$ cat src/design/msi_pkg.sv
package msi_pkg;

  typedef enum logic [2:0] {
    OP_PUMP       = 3'd0,
    OP_CHAIN      = 3'd1,
    OP_SERVO_OK   = 3'd2,
    OP_GAUGE_LINK = 3'd3,
    OP_SERVO_LINK = 3'd4,
    OP_STATUS     = 3'd5,
    OP_CONDITION  = 3'd6,
    OP_MODE       = 3'd7
  } op_t;

  typedef enum logic [1:0] {
    RES_WRITTEN   = 2'd0,
    RES_REFUSED   = 2'd1,
    RES_OUT_RANGE = 2'd2
  } res_t;

  typedef enum logic [1:0] {
    PH_SELF_CHECK    = 2'd0,
    PH_MACHINE_CHECK = 2'd1,
    PH_MOTION        = 2'd2
  } phase_t;

  typedef enum logic [2:0] {
    ST_DISABLED      = 3'd0,
    ST_ENABLED       = 3'd1,
    ST_FAULTED       = 3'd2,
    ST_SAMPLE_LIMIT  = 3'd3,
    ST_MACHINE_LIMIT = 3'd4
  } status_t;

  typedef enum logic [1:0] {
    MD_MANUAL   = 2'd0,
    MD_TEST     = 2'd1,
    MD_TEST_RUN = 2'd2
  } mode_t;

  typedef enum logic [3:0] {
    COND_LENGTH      = 4'd0,
    COND_FORCE       = 4'd1,
    COND_TENSION     = 4'd2,
    COND_COMPRESSION = 4'd3,
    COND_UPPER       = 4'd4,
    COND_LOWER       = 4'd5,
    COND_DOOR        = 4'd6,
    COND_STOPPED     = 4'd7,
    COND_MOVING      = 4'd8
  } cond_t;

  localparam logic [2:0] CHAIN_OK = 3'd0;

  typedef struct packed {
    logic [2:0] operation;
    logic [3:0] value;
  } item_t;

  typedef struct packed {
    logic [1:0] result_code;
    logic [1:0] machine_phase;
    logic [2:0] motion_status_out;
    logic [1:0] motion_mode_out;
  } result_t;

  // largest legal value for each field
  function automatic logic [3:0] field_max(input logic [2:0] op);
    logic [3:0] m;
    case (op)
      OP_PUMP, OP_SERVO_OK, OP_GAUGE_LINK, OP_SERVO_LINK: m = 4'd1;
      OP_CHAIN, OP_STATUS:                                m = 4'd4;
      OP_CONDITION:                                       m = 4'd8;
      OP_MODE:                                            m = 4'd2;
      default:                                            m = 4'd0;
    endcase
    return m;
  endfunction

endpackage

$ cat src/design/msi_core.sv
module msi_core (
  input  logic              clk,
  input  logic              rst,
  input  logic              fire,
  input  msi_pkg::item_t    beat,
  output msi_pkg::result_t  res
);

  logic [1:0] phase_reg;
  logic       pump_ok;
  logic [2:0] stop_chain_code;
  logic       servo_ready;
  logic       gauge_link_ok;
  logic       servo_link_ok;
  logic [2:0] status_reg;
  logic [3:0] condition_reg;
  logic [1:0] mode_reg;

  logic       pump_w, servo_w, gauge_w, slink_w;
  logic [2:0] chain_w;
  logic [2:0] status_w;
  logic [3:0] cond_w;
  logic [1:0] mode_w;
  logic [1:0] code;
  logic [1:0] phase_next;
  logic [2:0] status_next;
  logic [1:0] mode_next;

  // field write
  always_comb begin
    pump_w   = pump_ok;
    chain_w  = stop_chain_code;
    servo_w  = servo_ready;
    gauge_w  = gauge_link_ok;
    slink_w  = servo_link_ok;
    status_w = status_reg;
    cond_w   = condition_reg;
    mode_w   = mode_reg;
    code     = msi_pkg::RES_WRITTEN;
    if (beat.value > msi_pkg::field_max(beat.operation)) begin
      code = msi_pkg::RES_OUT_RANGE;
    end else begin
      case (beat.operation)
        msi_pkg::OP_PUMP:       pump_w   = beat.value[0];
        msi_pkg::OP_CHAIN:      chain_w  = beat.value[2:0];
        msi_pkg::OP_SERVO_OK:   servo_w  = beat.value[0];
        msi_pkg::OP_GAUGE_LINK: gauge_w  = beat.value[0];
        msi_pkg::OP_SERVO_LINK: slink_w  = beat.value[0];
        msi_pkg::OP_STATUS:     status_w = beat.value[2:0];
        msi_pkg::OP_CONDITION:  cond_w   = beat.value;
        msi_pkg::OP_MODE: begin
          if (beat.value[1:0] == msi_pkg::MD_TEST_RUN &&
              mode_reg != msi_pkg::MD_TEST) begin
            code = msi_pkg::RES_REFUSED;
          end else begin
            mode_w = beat.value[1:0];
          end
        end
        default: ;
      endcase
    end
  end

  // re-evaluation on the freshly written fields
  always_comb begin
    if (!pump_w) begin
      phase_next = msi_pkg::PH_SELF_CHECK;
    end else if (chain_w == msi_pkg::CHAIN_OK && servo_w && gauge_w && slink_w) begin
      phase_next = msi_pkg::PH_MOTION;
    end else begin
      phase_next = msi_pkg::PH_MACHINE_CHECK;
    end

    status_next = status_w;
    mode_next   = mode_w;
    if (phase_next != msi_pkg::PH_MOTION) begin
      // leaving or outside motion: latch a chain fault only on the way out
      if (phase_reg == msi_pkg::PH_MOTION && chain_w != msi_pkg::CHAIN_OK) begin
        status_next = msi_pkg::ST_FAULTED;
      end else begin
        status_next = msi_pkg::ST_DISABLED;
      end
      mode_next = msi_pkg::MD_MANUAL;
    end else if (status_w != msi_pkg::ST_DISABLED) begin
      case (cond_w)
        msi_pkg::COND_LENGTH, msi_pkg::COND_FORCE:
          status_next = msi_pkg::ST_SAMPLE_LIMIT;
        msi_pkg::COND_TENSION, msi_pkg::COND_COMPRESSION, msi_pkg::COND_UPPER,
        msi_pkg::COND_LOWER, msi_pkg::COND_DOOR:
          status_next = msi_pkg::ST_MACHINE_LIMIT;
        msi_pkg::COND_STOPPED, msi_pkg::COND_MOVING:
          status_next = msi_pkg::ST_ENABLED;
        default: ;
      endcase
    end else begin
      mode_next = msi_pkg::MD_MANUAL;
    end
  end

  always_ff @(posedge clk) begin
    if (rst) begin
      phase_reg       <= msi_pkg::PH_SELF_CHECK;
      pump_ok         <= 1'b0;
      stop_chain_code <= msi_pkg::CHAIN_OK;
      servo_ready     <= 1'b0;
      gauge_link_ok   <= 1'b0;
      servo_link_ok   <= 1'b0;
      status_reg      <= msi_pkg::ST_DISABLED;
      condition_reg   <= msi_pkg::COND_STOPPED;
      mode_reg        <= msi_pkg::MD_MANUAL;
    end else if (fire) begin
      phase_reg       <= phase_next;
      pump_ok         <= pump_w;
      stop_chain_code <= chain_w;
      servo_ready     <= servo_w;
      gauge_link_ok   <= gauge_w;
      servo_link_ok   <= slink_w;
      status_reg      <= status_next;
      condition_reg   <= cond_w;
      mode_reg        <= mode_next;
    end
  end

  assign res.result_code       = code;
  assign res.machine_phase     = phase_next;
  assign res.motion_status_out = status_next;
  assign res.motion_mode_out   = mode_next;

endmodule

$ cat src/design/motion_safety_interlock.sv
// Safety interlock for a test machine drive. Each item writes one status field
// (pump, stop chain, servo ok, gauge link, servo link, motion status, condition
// or mode) and returns the re-evaluated phase, motion status and mode with a
// result code. One item per cycle is sustained while the result side does not stall; the
// accepted item sits in the input register while the field update and
// phase/status decision run, and lands in the result register once the result
// register can advance. Stall on the result side backs up through the
// input register to item_stall.
module motion_safety_interlock (
  input  logic              clk,
  input  logic              rst,
  input  logic              item_valid,
  output logic              item_stall,
  input  msi_pkg::item_t    item,
  output logic              result_valid,
  input  logic              result_stall,
  output msi_pkg::result_t  result
);

  logic             held_valid;
  msi_pkg::item_t   held;
  logic             advance;
  logic             fire;
  msi_pkg::result_t core_res;

  assign advance    = !result_valid || !result_stall;
  assign fire       = held_valid && advance;
  assign item_stall = held_valid && !advance;

  always_ff @(posedge clk) begin
    if (rst) begin
      held_valid <= 1'b0;
    end else if (!item_stall) begin
      held_valid <= item_valid;
    end
  end

  always_ff @(posedge clk) begin
    if (!item_stall) begin
      held <= item;
    end
  end

  msi_core u_core (
    .clk  (clk),
    .rst  (rst),
    .fire (fire),
    .beat (held),
    .res  (core_res)
  );

  always_ff @(posedge clk) begin
    if (rst) begin
      result_valid <= 1'b0;
    end else if (advance) begin
      result_valid <= held_valid;
    end
  end

  always_ff @(posedge clk) begin
    if (fire) begin
      result <= core_res;
    end
  end

endmodule

$ cat config.mk
export PLATFORM = sky130hd
export DESIGN_NAME = motion_safety_interlock
export DESIGN_NICKNAME = d
export VERILOG_FILES = /design/src/design/msi_pkg.sv /design/src/design/msi_core.sv /design/src/design/motion_safety_interlock.sv
export SDC_FILE = /design/constraint.sdc
export NUM_CORES = 1
export LEC_CHECK = 0
export ABC_AREA = 1
export BUFFER_PORTS_ARGS = -buffer_cell sky130_fd_sc_hd__clkbuf_2
export CAP_MARGIN = 10
export CORE_MARGIN = 2
export CORE_UTILIZATION = 25
export DETAILED_ROUTE_END_ITERATION = 10
export MAX_ROUTING_LAYER = met4
export PLACE_DENSITY = 0.51
export SYNTH_ARGS = -nofsm -noshare
export SYNTH_HDL_FRONTEND = slang
export SYNTH_SLANG_ARGS = --single-unit
$ cat constraint.sdc
create_clock -name clk -period 2.55 [get_ports clk]
set_clock_uncertainty 0.2 [all_clocks]
set_input_delay 0.51 -clock clk [delete_from_list [all_inputs] [get_ports clk]]
set_output_delay 0.51 -clock clk [all_outputs]
set_load 0.005 [all_outputs]
==> reports/qor.csv <==
stage,metric,value,unit
outcome,outcome,completed,
routing,drc_errors,0,
floorplanning,die_y,94.90,um
finish,nets,330,
clock_tree,clock_sinks,40,
routing,routed_via_density,4.337,
clock_tree,cts_root_buf,clkbuf_8,
routing,dr_total_vias,1826,
synth,synth.area.top_cells,"dfxtp_1, edfxtp_1, nand2_1",
worst_setup_path,crit_chain,"ha_4, nand2_1, nand2_1, nand2_4, nand2_8, buf_12, nand3_1, nand2_1, inv_1, nand2_1, nor2_4, nand3_4, nor2_4, nand3_1, inv_1",
synth,synth_seq_cells,40,
floorplanning,dieArea,9006,um2
routing,drt-wirelength-per-cell,11.04,um
clock_tree,htree_num_levels,2,
finish,antennaDiodeCount,0,
worst_setup_path,worst_path_most_repeated_cell,nand2_1,
synth,synth.distinct_cells,29,
place,place.detailed.hpwl,3267,um
synth,netlist_instances,273,
clock_tree,cts_tree,yes,
finish,nFillCells,874,
sta,setup_viol,0,
clock_tree,clockBufferDepth,2,
clock_tree,cts_buffers,5,
sta,finalCritPeriodShare,95.03,%
worst_setup_path,cp.required,2.52,ns
floorplanning,die_x,94.90,um
sta,drv_slew,0,
floorplanning,coreArea,8093,um2
synth,synth_warnings,0,
global_route,grt_pass1_vias,1642,
global_route,grt_pass1_wl,7500,um
sta,rsz0062_at_grt,yes,
synth,syn-mean-instance-area,7.567,um2
routing,wirelength,4646,um
finish,syn_to_final_growth,29.92,%
sta,slew-limit-headroom,76.49,%
power_and_ir_drop,peakVddDrop,0.2353,mV
finish,largest_register_ffs,9,
floorplanning,rows,33,
global_route,grt_max_degree,21,
place,io_buffers,21,
worst_setup_path,critPathBufInv,3,
synth,seq_area_frac_synth,46.52,%
sta,fin_crit,2.423,ns
power_and_ir_drop,power,1626,uW
power_and_ir_drop,leakage,0.001263,uW
synth,syn_nets,288,
clock_tree,clk_pin_slew,0.08,ns
worst_setup_path,slowest_delay,0.46,ns
flow_run,maxCapViolations,0,
clock_tree,clock_latency,0.29,ns
finish,layout-drive-gt1-share,27.85,%
floorplanning,pin_count,22,
place,dp.cells,399,
sta,worst_pin_slew,0.3495,ns
global_route,antenna_found_initial,0,
worst_setup_path,critPathCaptureType,register,
worst_setup_path,slowest_stage,edfxtp_1,
floorplanning,initial_utilization,25.53,%
synth,synth_area,2066,um2
worst_setup_path,cp_top_family,simple AND/OR/NAND/NOR gates,
place,gp_congestion,0.8821,
global_route,track_usage,11.07,%
routing,first_pass_iters,5,
routing,postRouteAntennaNets,0,
routing,drt_iter0_drc,94,
sta,fin_hold_ws,0.1844,ns
worst_setup_path,start_kind,register,
worst_setup_path,critical_path_class,reg2reg,
global_route,overflow,0,
clock_tree,cts-hold-fix-buffers,0,
worst_setup_path,crit_path_max_fanout,7,
synth,yosysTopAreaCell,dfxtp_1,
sta,hold_viol,0,
min_path,hold_class,in2reg,
synth,yosysTopAreaCellShare,23.26,%
finish,multi_input_area,1040,um2
finish,fin_cells,421,
finish,regArea,960.9,um2
sta,fmax,412.7,MHz
power_and_ir_drop,powerDensity,605.7,nW/um2
worst_setup_path,critPathArrivalTime,2.39,ns
[synth_stat cells]
cell      count
nor3_4        1
o21ai_0      25
nand2_4       2
o21ai_2       2
nand3_1      11
nor2_2        2
nand2_1      64
or2_2         1
nor2_1       22
o21a_1        2
clkinv_1      1
a31oi_1       1
o21ai_1       8
dfxtp_1      24
nor2_4        1
a21oi_1      18
nand2_2       3
o211ai_2      1
nor4_1        1
clkbuf_1      5
edfxtp_1     16
o22ai_1       2
nand4_1       1
nand3_2       3
inv_1        40
nor3_1        2
inv_2         9
ha_1          4
buf_6         1
[report_power, final]
group	switching, uW	leakage, uW	internal [uW]
Sequential	24.2	0.000359	706
Clock	227	0.0000552	291
Combinational	228	0.000849	150
[per-layer routing]
metal / vias to the layer above / routed length (um) / track usage, %
li1: 962 / - / -
met1: 820 / 2211 / 14.10
met2: 39 / 2149 / 17.08
met3: 5 / 226 / 2.634
met4: 0 / 58 / 4.106
met5: - / 0 / -
[placed cells by master, fill, tap and decap left out, drive strengths merged]
cell type and n:
clkinv 2, bufinv 1, ha 4, o211ai 1
nor2 25, nor4 1, clkbuf 27, inv 49
buf 18, nand2 71, nand4 1, o21ai 35
o21a 2, nor3 3, edfxtp 16, nand3 14
dfxtp 24, a31oi 1, or2 1, a21oi 18
o22ai 2
[worst paths after layout]
kind | start | to | slack [ns] | depth (start not counted)
max | held[1] | result[2] | 0.13 | 15
min | item[3] | held[3] | 0.18 | 1
max reg2reg | held[1] | result[2] | 0.13 | 15
min reg2reg | u_core.condition_reg[0] | u_core.condition_reg[0] | 0.28 | 2
[worst register-to-register path: stages, from the launching register on]
cell	delay, ns
edfxtp_1	0.46
ha_4	0.28
nand2_1	0.06
nand2_1	0.08
nand2_4	0.09
nand2_8	0.10
buf_12	0.16
nand3_1	0.07
nand2_1	0.08
inv_1	0.05
nand2_1	0.07
nor2_4	0.15
nand3_4	0.11
nor2_4	0.16
nand3_1	0.10
inv_1	0.07
[final cells by class]
class,instances,area share [%]
clock buffers,6,2.704
well taps,105,4.895
multi-input cells,179,38.74
flip-flops and latches,40,35.80
clock inverters,2,1.305
inverters,50,6.993
repair buffers,39,9.557
[repair_timing]
action,4_1_cts,5_1_grt
gates resized for setup,0,24
setup buffers,0,12
setup endpoints to repair,0,11
endpoints found under the hold margin,0,0
[cells by family after synthesis]
family	count (synthesis)	synth area share, %
buffers and inverters	56	10.54
adder cells (fa/ha/maj)	4	2.423
flip-flops	40	46.52
AND/OR/NAND/NOR	114	25.08
AO/OA/AOI/OAI	59	15.45
[through the flow]
stage / setup TNS [ns] / setup slack, ns / instance area [um2] / util, %
floorplan: 0 / 0.2870 / 2066 / -
global placement: 0 / 0.1118 / 2320 / 28.66
detailed placement: 0 / 0.03699 / 2320 / 28.66
CTS: 0 / 0.02578 / 2427 / 29.99
global route: -0.2054 / -0.03626 / 2684 / 33.16
finish: 0 / 0.1267 / 2684 / 33.16
(Power assumes the default switching activity.)
